**src/sv/dorc_pkg.sv**
```systemverilog
// ---------------------------------------------------------------------------
// Dimension-order route compute package
// Shared widths, register index codes and the structures that travel
// between the configuration, route and emission stages.
// ---------------------------------------------------------------------------
package dorc_pkg;

   localparam int DIMS_DEF       = 4;
   localparam int COORD_BITS_DEF = 8;

   localparam int PORT_W      = 13;
   localparam int VC_W        = 4;
   localparam int TERM_W      = 6;
   localparam int COORDS_W    = 32;
   localparam int LINK_W      = 3;
   localparam int VCS_W       = 5;
   localparam int DIM_CNT_W   = 3;
   localparam int TPR_W       = 7;
   localparam int LINK_FLD_W  = 4;
   localparam int MAX_LINKS   = 4;
   localparam int MAX_VCS     = 16;

   localparam int REQ_TDATA_W = 48;
   localparam int RSP_TDATA_W = 24;
   localparam int CSR_INDEX_W = 3;
   localparam int CSR_DATA_W  = 32;

   localparam logic [CSR_INDEX_W-1:0] CSR_ROUTER_COORDS   = 3'd0;
   localparam logic [CSR_INDEX_W-1:0] CSR_DIM_SIZES       = 3'd1;
   localparam logic [CSR_INDEX_W-1:0] CSR_DIM_LINK_COUNTS = 3'd2;
   localparam logic [CSR_INDEX_W-1:0] CSR_DIM_COUNT       = 3'd3;
   localparam logic [CSR_INDEX_W-1:0] CSR_TERMINALS       = 3'd4;
   localparam logic [CSR_INDEX_W-1:0] CSR_VC_COUNT        = 3'd5;
   localparam logic [CSR_INDEX_W-1:0] CSR_USE_ALL_VCS     = 3'd6;

   typedef struct packed {
      logic [COORDS_W-1:0]   router_coords;
      logic [COORDS_W-1:0]   dim_sizes;
      logic [15:0]           dim_link_counts;
      logic [DIM_CNT_W-1:0]  dim_count;
      logic [TPR_W-1:0]      terminals_per_router;
      logic [VCS_W-1:0]      vc_count;
      logic                  use_all_vcs;
   } cfg_type;

   // One computed route: ports are first + ((start + n) mod links), n = 0..links-1.
   typedef struct packed {
      logic [PORT_W-1:0] first;
      logic [LINK_W-1:0] links;
      logic [1:0]        start;
      logic              all_vcs;
      logic [VCS_W-1:0]  vcs;
      logic [VC_W-1:0]   cur_vc;
   } route_type;

endpackage

```
**src/sv/dorc_csr.sv**
```systemverilog
// ---------------------------------------------------------------------------
// Configuration registers
// Holds the router's coordinates, dimension sizes, link counts and VC setup.
// ---------------------------------------------------------------------------
module dorc_csr
   import dorc_pkg::*;
(
   input  logic                   clock,
   input  logic                   reset,
   input  logic                   csr_we,
   input  logic [CSR_INDEX_W-1:0] csr_index,
   input  logic [CSR_DATA_W-1:0]  csr_wdata,
   output cfg_type                cfg
);

   cfg_type cfg_ff;

   always_ff @(posedge clock) begin
      if (reset) begin
         cfg_ff.router_coords        <= '0;
         cfg_ff.dim_sizes            <= '0;
         cfg_ff.dim_link_counts      <= '0;
         cfg_ff.dim_count            <= DIM_CNT_W'(1);
         cfg_ff.terminals_per_router <= TPR_W'(1);
         cfg_ff.vc_count             <= VCS_W'(1);
         cfg_ff.use_all_vcs          <= 1'b0;
      end else if (csr_we) begin
         case (csr_index)
            CSR_ROUTER_COORDS:   cfg_ff.router_coords        <= csr_wdata;
            CSR_DIM_SIZES:       cfg_ff.dim_sizes            <= csr_wdata;
            CSR_DIM_LINK_COUNTS: cfg_ff.dim_link_counts      <= csr_wdata[15:0];
            CSR_DIM_COUNT:       cfg_ff.dim_count            <= csr_wdata[DIM_CNT_W-1:0];
            CSR_TERMINALS:       cfg_ff.terminals_per_router <= csr_wdata[TPR_W-1:0];
            CSR_VC_COUNT:        cfg_ff.vc_count             <= csr_wdata[VCS_W-1:0];
            CSR_USE_ALL_VCS:     cfg_ff.use_all_vcs          <= csr_wdata[0];
            default: ;
         endcase
      end
   end

   assign cfg = cfg_ff;

endmodule

```
**src/sv/dorc_route.sv**
```systemverilog
// ---------------------------------------------------------------------------
// Route computation stage
// Registers the request, finds the first differing dimension or else the terminal,
// accumulates the port base and registers a compact description of the port set.
// ---------------------------------------------------------------------------
module dorc_route
   import dorc_pkg::*;
#(
   parameter int MAX_DIMS   = DIMS_DEF,
   parameter int COORD_BITS = COORD_BITS_DEF
)
(
   input  logic                   clock,
   input  logic                   reset,
   input  cfg_type                cfg,
   input  logic                   req_tvalid,
   output logic                   req_tready,
   input  logic [REQ_TDATA_W-1:0] req_tdata,
   output logic                   route_valid,
   output route_type              route,
   input  logic                   route_release
);

   localparam logic [PORT_W:0] PORT_SPAN = (PORT_W+1)'(1) << PORT_W;

   logic                in_valid_ff;
   logic [TERM_W-1:0]   in_terminal_ff;
   logic [COORDS_W-1:0] in_coords_ff;
   logic [VC_W-1:0]     in_vc_ff;
   logic                route_valid_ff;
   route_type           route_ff;
   route_type           route_in;
   logic                route_load;

   logic [COORD_BITS-1:0] rc_dim    [MAX_DIMS];
   logic [COORD_BITS-1:0] dc_dim    [MAX_DIMS];
   logic [COORD_BITS-1:0] size_dim  [MAX_DIMS];
   logic [LINK_W-1:0]     links_dim [MAX_DIMS];
   logic [PORT_W-1:0]     term_dim  [MAX_DIMS];

   logic [DIM_CNT_W-1:0]  ndims;
   logic                  matched;
   logic                  found;
   logic [PORT_W-1:0]     base;
   logic [COORD_BITS-1:0] sel_src;
   logic [COORD_BITS-1:0] sel_dst;
   logic [COORD_BITS-1:0] sel_size;
   logic [LINK_W-1:0]     sel_links;
   logic [PORT_W-1:0]     dst_wrap;
   logic [PORT_W-1:0]     offset;
   logic [PORT_W:0]       top_sum;

   // The route register frees up when empty or when its last result goes out.
   assign route_load = !route_valid_ff || route_release;
   assign req_tready = !in_valid_ff || route_load;

   always_ff @(posedge clock) begin
      if (reset) begin
         in_valid_ff    <= 1'b0;
         route_valid_ff <= 1'b0;
      end else begin
         if (req_tready) begin
            in_valid_ff <= req_tvalid;
         end
         if (route_load) begin
            route_valid_ff <= in_valid_ff;
         end
      end
   end

   always_ff @(posedge clock) begin
      if (req_tready && req_tvalid) begin
         in_terminal_ff <= req_tdata[TERM_W-1:0];
         in_coords_ff   <= req_tdata[TERM_W +: COORDS_W];
         in_vc_ff       <= req_tdata[TERM_W+COORDS_W +: VC_W];
      end
      if (route_load && in_valid_ff) begin
         route_ff <= route_in;
      end
   end

   always_comb begin
      for (int d = 0; d < MAX_DIMS; d++) begin
         rc_dim[d]   = cfg.router_coords[d*COORD_BITS +: COORD_BITS];
         dc_dim[d]   = in_coords_ff[d*COORD_BITS +: COORD_BITS];
         size_dim[d] = cfg.dim_sizes[d*COORD_BITS +: COORD_BITS];
         if (cfg.dim_link_counts[d*LINK_FLD_W +: LINK_FLD_W] == '0) begin
            links_dim[d] = LINK_W'(1);
         end else if (cfg.dim_link_counts[d*LINK_FLD_W +: LINK_FLD_W] >
                      LINK_FLD_W'(MAX_LINKS)) begin
            links_dim[d] = LINK_W'(MAX_LINKS);
         end else begin
            links_dim[d] = cfg.dim_link_counts[d*LINK_FLD_W +: LINK_W];
         end
         term_dim[d] = PORT_W'((PORT_W'(size_dim[d]) - PORT_W'(1)) * PORT_W'(links_dim[d]));
      end
   end

   always_comb begin
      if (cfg.dim_count == '0) begin
         ndims = DIM_CNT_W'(1);
      end else if (cfg.dim_count > DIM_CNT_W'(MAX_DIMS)) begin
         ndims = DIM_CNT_W'(MAX_DIMS);
      end else begin
         ndims = cfg.dim_count;
      end

      matched   = 1'b1;
      found     = 1'b0;
      base      = PORT_W'(cfg.terminals_per_router);
      sel_src   = '0;
      sel_dst   = '0;
      sel_size  = '0;
      sel_links = LINK_W'(1);
      for (int d = 0; d < MAX_DIMS; d++) begin
         if (matched && (DIM_CNT_W'(d) < ndims)) begin
            if (rc_dim[d] != dc_dim[d]) begin
               matched   = 1'b0;
               found     = 1'b1;
               sel_src   = rc_dim[d];
               sel_dst   = dc_dim[d];
               sel_size  = size_dim[d];
               sel_links = links_dim[d];
            end else begin
               base = base + term_dim[d];
            end
         end
      end

      // A destination behind us in the ring is reached by wrapping around.
      dst_wrap = PORT_W'(sel_dst) + ((sel_dst < sel_src) ? PORT_W'(sel_size) : '0);
      offset   = PORT_W'((dst_wrap - PORT_W'(sel_src) - PORT_W'(1)) * PORT_W'(sel_links));

      if (found) begin
         route_in.first = base + offset;
         route_in.links = sel_links;
      end else begin
         route_in.first = PORT_W'(in_terminal_ff);
         route_in.links = LINK_W'(1);
      end

      // Ports that wrap past the top of the port space sort first, so emission
      // starts at the first wrapped link.
      top_sum = (PORT_W+1)'(route_in.first) + (PORT_W+1)'(route_in.links);
      if (top_sum > PORT_SPAN) begin
         route_in.start = 2'(route_in.links - LINK_W'(top_sum - PORT_SPAN));
      end else begin
         route_in.start = 2'd0;
      end

      route_in.all_vcs = cfg.use_all_vcs;
      if (cfg.vc_count == '0) begin
         route_in.vcs = VCS_W'(1);
      end else if (cfg.vc_count > VCS_W'(MAX_VCS)) begin
         route_in.vcs = VCS_W'(MAX_VCS);
      end else begin
         route_in.vcs = cfg.vc_count;
      end
      route_in.cur_vc = in_vc_ff;
   end

   assign route_valid = route_valid_ff;
   assign route       = route_ff;

endmodule

```
**src/sv/dorc_emit.sv**
```systemverilog
// ---------------------------------------------------------------------------
// Result emitter
// Walks the port set of one route in ascending port order, then VC order, and
// drives one port and VC pair per cycle into the output register while not stalled.
// ---------------------------------------------------------------------------
module dorc_emit
   import dorc_pkg::*;
(
   input  logic              clock,
   input  logic              reset,
   input  logic              route_valid,
   input  route_type         route,
   output logic              route_release,
   output logic              rsp_tvalid,
   input  logic              rsp_tready,
   output logic [PORT_W-1:0] out_port,
   output logic [VC_W-1:0]   out_vc,
   output logic              out_last
);

   logic [1:0]        pos_ff;
   logic [VC_W-1:0]   vc_ff;
   logic              rsp_valid_ff;
   logic [PORT_W-1:0] port_ff;
   logic [VC_W-1:0]   vc_out_ff;
   logic              last_ff;

   logic              take;
   logic [LINK_W-1:0] idx_raw;
   logic [LINK_W-1:0] idx;
   logic [VCS_W-1:0]  nv;
   logic              vc_last;
   logic              pos_last;
   logic              is_last;

   assign take = route_valid && (!rsp_valid_ff || rsp_tready);

   always_comb begin
      idx_raw = LINK_W'(route.start) + LINK_W'(pos_ff);
      idx     = (idx_raw >= route.links) ? idx_raw - route.links : idx_raw;
      nv      = route.all_vcs ? route.vcs : VCS_W'(1);
      vc_last  = (VCS_W'(vc_ff) + VCS_W'(1)) == nv;
      pos_last = (LINK_W'(pos_ff) + LINK_W'(1)) == route.links;
      is_last  = vc_last && pos_last;
   end

   assign route_release = take && is_last;

   always_ff @(posedge clock) begin
      if (reset) begin
         rsp_valid_ff <= 1'b0;
         pos_ff       <= '0;
         vc_ff        <= '0;
      end else begin
         if (take) begin
            rsp_valid_ff <= 1'b1;
            if (is_last) begin
               pos_ff <= '0;
               vc_ff  <= '0;
            end else if (vc_last) begin
               pos_ff <= pos_ff + 2'd1;
               vc_ff  <= '0;
            end else begin
               vc_ff <= vc_ff + VC_W'(1);
            end
         end else if (rsp_tready) begin
            rsp_valid_ff <= 1'b0;
         end
      end
   end

   always_ff @(posedge clock) begin
      if (take) begin
         port_ff   <= route.first + PORT_W'(idx);
         vc_out_ff <= route.all_vcs ? vc_ff : route.cur_vc;
         last_ff   <= is_last;
      end
   end

   assign rsp_tvalid = rsp_valid_ff;
   assign out_port   = port_ff;
   assign out_vc     = vc_out_ff;
   assign out_last   = last_ff;

endmodule

```
**src/sv/dimension_order_route_compute_core.sv**
```systemverilog
// ---------------------------------------------------------------------------
// Dimension-order route compute core
// Takes a head flit's destination and current VC on the req_ stream and
// returns the set of output port and VC choices on the rsp_ stream.
//
// A request transaction carries the destination terminal, the packed
// destination coordinates and the current VC. Each request yields one or
// more response transactions in ascending port, then VC order; tlast marks
// the final choice of the route. A request yields (number of ports) x
// (VCs per port) responses: 1 to 64.
// Each request passes through the input register, the route register and
// the output register; the emitter delivers one response per cycle while
// rsp_tready is high. Requests that yield one response each are taken
// back to back; while a longer route is emitted, one further request
// waits in the input register and req_tready then stays low until the
// last response of that route is taken.
// When rsp_tready is low the output register holds its transaction and the
// stages behind it fill up before req_tready drops.
// The csr_ port writes one register per cycle; the user must write it only
// while no request is in flight (the block does not enforce this). Reset is
// synchronous, empties all stages and restores the default configuration.
// ---------------------------------------------------------------------------
module dimension_order_route_compute_core
   import dorc_pkg::*;
#(
   parameter int MAX_DIMS   = DIMS_DEF,
   parameter int COORD_BITS = COORD_BITS_DEF
)
(
   input  logic                   clock,
   input  logic                   reset,
   input  logic                   csr_we,
   input  logic [CSR_INDEX_W-1:0] csr_index,
   input  logic [CSR_DATA_W-1:0]  csr_wdata,
   input  logic                   req_tvalid,
   output logic                   req_tready,
   // [5:0] dest_terminal, [37:6] dest_coords, [41:38] current_vc, rest zero
   input  logic [REQ_TDATA_W-1:0] req_tdata,
   output logic                   rsp_tvalid,
   input  logic                   rsp_tready,
   // [12:0] out_port, [16:13] out_vc, rest zero
   output logic [RSP_TDATA_W-1:0] rsp_tdata,
   output logic                   rsp_tlast
);

   cfg_type           cfg;
   route_type         route;
   logic              route_valid;
   logic              route_release;
   logic [PORT_W-1:0] out_port;
   logic [VC_W-1:0]   out_vc;

   dorc_csr u_csr (
      .clock     (clock),
      .reset     (reset),
      .csr_we    (csr_we),
      .csr_index (csr_index),
      .csr_wdata (csr_wdata),
      .cfg       (cfg)
   );

   dorc_route #(
      .MAX_DIMS   (MAX_DIMS),
      .COORD_BITS (COORD_BITS)
   ) u_route (
      .clock         (clock),
      .reset         (reset),
      .cfg           (cfg),
      .req_tvalid    (req_tvalid),
      .req_tready    (req_tready),
      .req_tdata     (req_tdata),
      .route_valid   (route_valid),
      .route         (route),
      .route_release (route_release)
   );

   dorc_emit u_emit (
      .clock         (clock),
      .reset         (reset),
      .route_valid   (route_valid),
      .route         (route),
      .route_release (route_release),
      .rsp_tvalid    (rsp_tvalid),
      .rsp_tready    (rsp_tready),
      .out_port      (out_port),
      .out_vc        (out_vc),
      .out_last      (rsp_tlast)
   );

   assign rsp_tdata = {(RSP_TDATA_W-PORT_W-VC_W)'(0), out_vc, out_port};

endmodule
```
**config.mk**
```make
export PLATFORM = sky130hd
export DESIGN_NAME = dimension_order_route_compute_core
export DESIGN_NICKNAME = d
export VERILOG_FILES = /design/src/sv/dorc_pkg.sv /design/src/sv/dorc_csr.sv /design/src/sv/dorc_route.sv /design/src/sv/dorc_emit.sv /design/src/sv/dimension_order_route_compute_core.sv
export SDC_FILE = /design/constraint.sdc
export NUM_CORES = 1
export LEC_CHECK = 0
export BUFFER_PORTS_ARGS = -buffer_cell sky130_fd_sc_hd__buf_2
export CAP_MARGIN = 0
export CELL_PAD_IN_SITES_DETAIL_PLACEMENT = 0
export CELL_PAD_IN_SITES_GLOBAL_PLACEMENT = 1
export CORE_ASPECT_RATIO = 1.75
export CORE_MARGIN = 3
export CORE_UTILIZATION = 50
export CTS_BUF_LIST = sky130_fd_sc_hd__clkbuf_16
export DETAILED_ROUTE_END_ITERATION = 8
export GPL_TIMING_DRIVEN = 0
export PLACE_DENSITY = 0.88
export SLEW_MARGIN = 20
export SYNTH_ARGS = -nofsm -noshare
export SYNTH_HDL_FRONTEND = slang
export SYNTH_HIERARCHICAL = 1
export SYNTH_SLANG_ARGS = --single-unit
```
**constraint.sdc**
```tcl
create_clock -name clock -period 18.4 [get_ports clock]
set_input_delay 3.68 -clock clock [delete_from_list [all_inputs] [get_ports clock]]
set_output_delay 3.68 -clock clock [all_outputs]
set_load 0.005 [all_outputs]
```
Word level (Yosys, flattened, before mapping)
Cells that the tools add are included.

Memory bits (writable): 0. Output and inout port bits: 27. Bits in latches: 0. Bits in registers: 193. ROM bits: 0. Memories kept: 0. Word-level logic and storage cells: 185.

Equality and inequality tests: 12. Add/sub/neg operators: 22. Multiply operators: 5. Shift operators: 0. Multiplexer cells: 76. Reduce and logical (&&, ||, !) cells: 32. Divide/modulo/power cells: 0. Bitwise operators: 0. Magnitude comparators: 13.

Operators with widths (count): $mux W8 (25); $mux W13 (8); $mul A13 B3 Y13 (5); $mux W3 (19); $add A13 B13 Y13 (4); $sub A8 B1 Y9 const B (4); $ne A8 B8 Y1 (4); $gt A4 B3 Y1 const B (4); $logic_not A4 Y1 (4); $mux W1 (16); $mux W16 (1); $reduce_and A2 Y1 (8); $add A13 B3 Y14 (1); $gt A14 B14 Y1 const B (1); $add A13 B3 Y13 (1); $add A7 B13 Y13 (1); $add A8 B13 Y13 (1); $sub A13 B1 Y13 const B (1); $sub A13 B8 Y13 (1); $mux W4 (3); $mux W5 (2); $eq A3 B3 Y1 const B (3); $logic_and A1 B1 Y1 (8); $lt A8 B8 Y1 (1); 24 further kinds (34).

Depth between registers and ports, before layout
Depth after elaboration: 22. Mapped depth: 55. Mapped depth without buffers: 55.

Hierarchy
Netlist, hierarchy kept.

By module, submodules not included: dorc_route (instances 1, area an instance 11895.2 µm², cells an instance 1401); dorc_csr (instances 1, area an instance 3930.0 µm², cells an instance 358); dorc_emit (instances 1, area an instance 1535.2 µm², cells an instance 134); dimension_order_route_compute_core (instances 1, area an instance 56.3 µm², cells an instance 8).

Worst setup path before layout
OpenSTA, ideal clock, no wires.

Path type: reg2reg. From: reg u_csr.cfg_ff (netlist bit u_csr/cfg[32]). To: reg u_route.route_ff (netlist bit u_route/route[10]) (data pin). Data required time: 18.224 ns. Buffers on the path: 0. Stages on the path, launching flop included: 53. Arrival time: 10.697 ns. Clock period less this slack: 10.873 ns. Setup slack: 7.527 ns. Setup time: 0.176 ns. Path through: dfxtp_1 -> inv_1 -> ha_1 -> inv_1 -> or3_1 -> xor2_1 -> nor2_1 -> ha_1 -> fa_1 -> inv_1 -> fa_1 -> inv_1 -> ha_1 -> inv_1 -> nor2_1 -> nor2_1 -> xor2_1 -> o21ai_0 -> [... 17 more ...] -> nand2_1 -> a41oi_1 -> nand2b_1 -> xor2_1 -> mux2i_1 -> fa_1 -> inv_1 -> ha_1 -> or3_1 -> o21ai_0 -> a21oi_1 -> xnor2_1 -> nand2b_1 -> a21oi_1 -> a311oi_1 -> nand4_1 -> xnor3_1 -> nor4_1.

Longest elaborated chain between the ends: 19. Elaborated cells between the ends (all ways): 33.

RTL lines: from (decl) (RTL line dorc_csr.sv:16) `cfg_type cfg_ff;`; $sub A8 B1 Y9 (RTL line dorc_route.sv:95) `term_dim[d] = PORT_W'((PORT_W'(size_dim[d]) - PORT_W'(1)) * PORT_W'(links_dim[d]));`; $mul A13 B3 Y13 (RTL line dorc_route.sv:95); $add A7 B13 Y13 (RTL line dorc_route.sv:125) `base = base + term_dim[d];`; $mux W13 (RTL line dorc_route.sv:117) `if (rc_dim[d] != dc_dim[d]) begin`; $mux W13 (RTL line dorc_route.sv:116) `if (matched && (DIM_CNT_W'(d) < ndims)) begin`; $add A13 B13 Y13 (RTL line dorc_route.sv:125); $mux W13 (RTL line dorc_route.sv:117); $mux W13 (RTL line dorc_route.sv:116); [... 2 more ...]; $mux W13 (RTL line dorc_route.sv:116); $add A13 B13 Y13 (RTL line dorc_route.sv:125); $mux W13 (RTL line dorc_route.sv:117); $mux W13 (RTL line dorc_route.sv:116); $add A13 B13 Y13 (*) (RTL line dorc_route.sv:135) `route_in.first = base + offset;`; $mux W16 (*) (RTL line dorc_route.sv:134) `if (found) begin`; $add A13 B3 Y14 (*) (RTL line dorc_route.sv:144) `top_sum = (PORT_W+1)'(route_in.first) + (PORT_W+1)'(route_in.links);`; branches (longest 2 deep; another with $gt A14 B14 Y1); to (signal assigned) (RTL line dorc_route.sv:78) `route_ff <= route_in;`; to (decl) (RTL line dorc_route.sv:31) `route_type route_ff;`.

Mark *: on every way between the ends. A chain may end at the register's enable or synchronous reset.

Worst setup path in the final report
Ends and elaborated chain as after synthesis.

==> summary.md <==
| Metric | Value |
|---|---|
| Yosys reg bits | 193 |
| Combinational Power Share | 37.7% |
| Vias in the first global route | 14,100 |
| Starting Density | 51.1% |
| Share of layout cells above drive strength 1 | 9.71% |
| Setup WS pre-CTS | 5.64 ns |
| Filler Cell Count | 3,112 |
| Max Buffers Root-to-Sink | 2 |
| Clock transition at path regs | roughly 0.08 ns |
| Post-Synthesis Cells | between 1,500 and 2,000 |
| Nets@finish | 2,377 |
| RSZ-0062 raised after global routing | no |
| Routed wire length | 47.0 mm |
| GRT overflow | 0 |
| Vias per std cell | 5.49 |
| Slew HR | 24.6% |
| EDFF count, synth | a little under 90 |
| Clock sinks | 193 |
| Largest net degree at the start of global routing | 36 |
| Port bufs | 98 |
| Final worst-path cycle share | 69.4% |
| Antenna Diode Count | 0 |
| Die area | roughly 0.037 mm^2 |
| GP Congestion | 0.947 |
| Register area share after synthesis | a little over a quarter |
| Mapped Area | about 0.017 mm^2 |
| Worst hold path type | reg2reg |
| Sequential power share | a little over a third |
| First-pass GRT wire length | roughly 73 mm |
| Storage cell area | between 0.004 and 0.005 mm^2 |
| # IOs | ~120 |
| CTS Root Buffer Type | clkbuf_16 |
| Asr flop ratio synth | 0% |
| Total track usage | ~25% |
| Maxcap violations | 0 |
| Fmax | 0.0783 GHz |
| Worst setup margin | 5.64 ns |
| PostCTS Resize Cnt | 0 |
| CTS tree | yes |
| # rows | about 90 |
| Synth Area per Inst | 9.16 um^2 |
| Worst skew pair latency | 0.44 ns |
| Final total negative setup slack | 0 ns |
| Layout Cells excl Fill | 2,494 |
| Antenna viol nets, final | 0 |
| Ranking of synthesized cells by area | edfxtp_1 (15%), dfxtp_1 (12%), fa_1 (12%), ha_1 (11%), mux2i_1 (6.2%) |
| Switching Fraction | 35.7% |
| Dpl hpwl | 39.9 mm |
| Multi-input logic area | between 0.01 and 0.015 mm^2 |
| Total CTS buffers | 17 |
| Initial antenna violation count | 0 |
| Crit path launch type | flip-flop |
| Die Span Y | between 200 and 300 um |
| Crit-path slowest cell | fa_1 |
| CP peak stage delay | about 0.54 ns |
| Power Density | 73.0 mW/mm^2 |
| Crit-path max FO | 8 |
| Pins Over Slew Limit | 0 |
| Core area | between 0.03 and 0.04 mm^2 |
| Net Switching | 0.499 mW |
| WS Path Type | reg2reg |
| Remaining DRCs | 0 |
| WHS | 0.432 ns |
| Library cells used by synthesis | 80 |
| Final count of negative-setup-slack endpoints | 0 |
| Post-synth top cells | inv_1 (224), nor2_1 (186), ha_1 (159), nand2b_1 (159), nand2_1 (114) |
| Routed WL per cell | 18.9 um |
| Tmin final | ~13 ns |
| Top cell type by total area after synthesis | edfxtp_1 |
| Hold Buf Count CTS | 0 |
| Critical path arrival | 13.01 ns |
| H-tree depth | 4 |
| Post-synth top area share | 15.2% |
| Cell mode on critical path | ha_1 |
| Peak VDD IR | 0.0571 mV |
| DR iter-0 viols | 627 |
| Internal | 0.900 mW |
| Final Skew | 0.0174 ns |
| LEAKAGE | 8.95 nW |
| P&R area growth vs syn | 10.0% |
| Outcome | finished, final reports clean |
| Total number of vias | 13,700 |
| Top_reg_cell synth | dfxtp_1 |
| Crit end category | flip-flop |
| Placed Cells incl. Taps | 2,462 |
| Die span in x | 147 um |
| DR pass1 iterations | 5 |
| Final hold vios | 0 |
| Post-CTS setup buffer count | 0 |
| Yosys warnings | 6 |
| Required @ worst endpoint | 18.65 ns |
| Most common cell in the netlist | inv_1 |
| Actual slew at the worst max-slew pin | 1.12 ns |
| Clock power frac | a little over a quarter |
-- area by class of cell --
class	instances	share of cell area, %
sequential	193	24.8
buffer	68	1.78
clock inverter	14	0.823
inverter	226	4.43
tap	455	2.97
timing repair buffer	100	2.81
multi-input combinational	1420	60.1
clock buffer	18	2.35
-- layer usage --
metal  up-vias  share of wire [%]  GRT usage [%]
met3       143                3.7           2.86
li1       6616                  -              -
met4         0                7.4           16.0
met5         -                  0              0
met2       365                 54           47.8
met1      6564                 35           25.5
-- stage by stage --
step | power, mW | area, um^2 | util [%]
after floorplan | 0.910 | 17400 | -
after global placement | 1.01 | 18500 | 54.3
after detailed placement | 1.03 | 18600 | 54.5
after CTS | 1.41 | 19200 | 56.2
after global routing | 1.50 | 19200 | 56.2
final | 1.40 | 19200 | 56.2
-- worst max-delay path, delay by kind of cell (launching register included) --
family,cells,cell delay [ns]
adder cells (fa/ha/maj),13,5.06
AO/OA/AOI/OAI,13,2.87
AND/OR/NAND/NOR,10,1.73
XOR/XNOR,6,1.59
multiplexers,2,0.47
buffers and inverters,6,0.46
flip-flops,1,0.38
-- sequential cells by signal, indices dropped and copies added (netlist names) --
name / cells
u_route/in_vc_ff: 4
u_emit/out_last: 1
u_emit/out_port: 13
u_csr/cfg: 96
u_route/in_valid_ff: 1
u_route/in_coords_ff: 32
u_route/route: 28
u_emit/rsp_tvalid: 1
u_route/in_terminal_ff: 6
u_emit/vc_ff: 4
u_emit/pos_ff: 2
u_emit/out_vc: 4
u_route/route_valid: 1
-- path summary, 6_finish.rpt --
kind                             from                 to  slack (ns)  cells past startpoint
hold reg to reg   u_route/in_vc_ff[1]   u_route/route[1]        0.43                      0
setup / recovery        u_csr/cfg[32]  u_route/route[10]        5.64                     50
hold / removal    u_route/in_vc_ff[1]   u_route/route[1]        0.43                      0
setup reg to reg        u_csr/cfg[32]  u_route/route[10]        5.64                     50
-- cell usage in the layout (no fill, tap or decap), types with 6 or more instances in the layout --
cell	instances
buf_4	12
o21a_1	8
and2_1	12
inv_1	225
a22oi_1	7
a21oi_1	82
ha_1	159
nand4b_1	6
nor2_1	186
and3_1	18
nor4_1	12
nand3_1	24
clkbuf_1	45
nand2_1	114
or2_2	9
a221oi_1	17
o21ai_0	43
mux2_2	18
fa_1	104
mux2i_1	108
clkbuf_16	18
nand2b_1	159
dfxtp_1	105
nand4_1	8
conb_1	7
or3_1	9
a21o_1	25
a211oi_1	7
or4_1	7
nor3_1	34
nor2b_1	11
xnor2_1	81
o211ai_1	6
a31oi_1	8
xor2_1	60
buf_2	105
o21ai_1	12
edfxtp_1	88
-- power groups by stage --
stage          sequential [mW]  combinational [mW]  clock (mW)
4_1_cts                  0.493               0.530       0.384
3_5_place_dp             0.503               0.526           0
6_report                 0.493               0.528       0.378
3_3_place_gp             0.503               0.506           0
5_1_grt                  0.495               0.599       0.402
2_1_floorplan            0.497               0.412           0
-- cells by family (layout without fill, tap and decap cells) --
logic type / Yosys count / after routing / share of synthesized area [%]
AO/OA/AOI/OAI: 244 / 244 / 8.84
XOR/XNOR: 142 / 142 / 7.22
adder cells (fa/ha/maj): 263 / 263 / 23.4
buffers and inverters: 294 / 426 / 6.82
flip-flops: 193 / 193 / 27.2
multiplexers: 129 / 129 / 7.65
other: 1 / 7 / 0.0215
AND/OR/NAND/NOR: 635 / 635 / 18.8
Note: power is estimated with default switching activity, not from simulation.
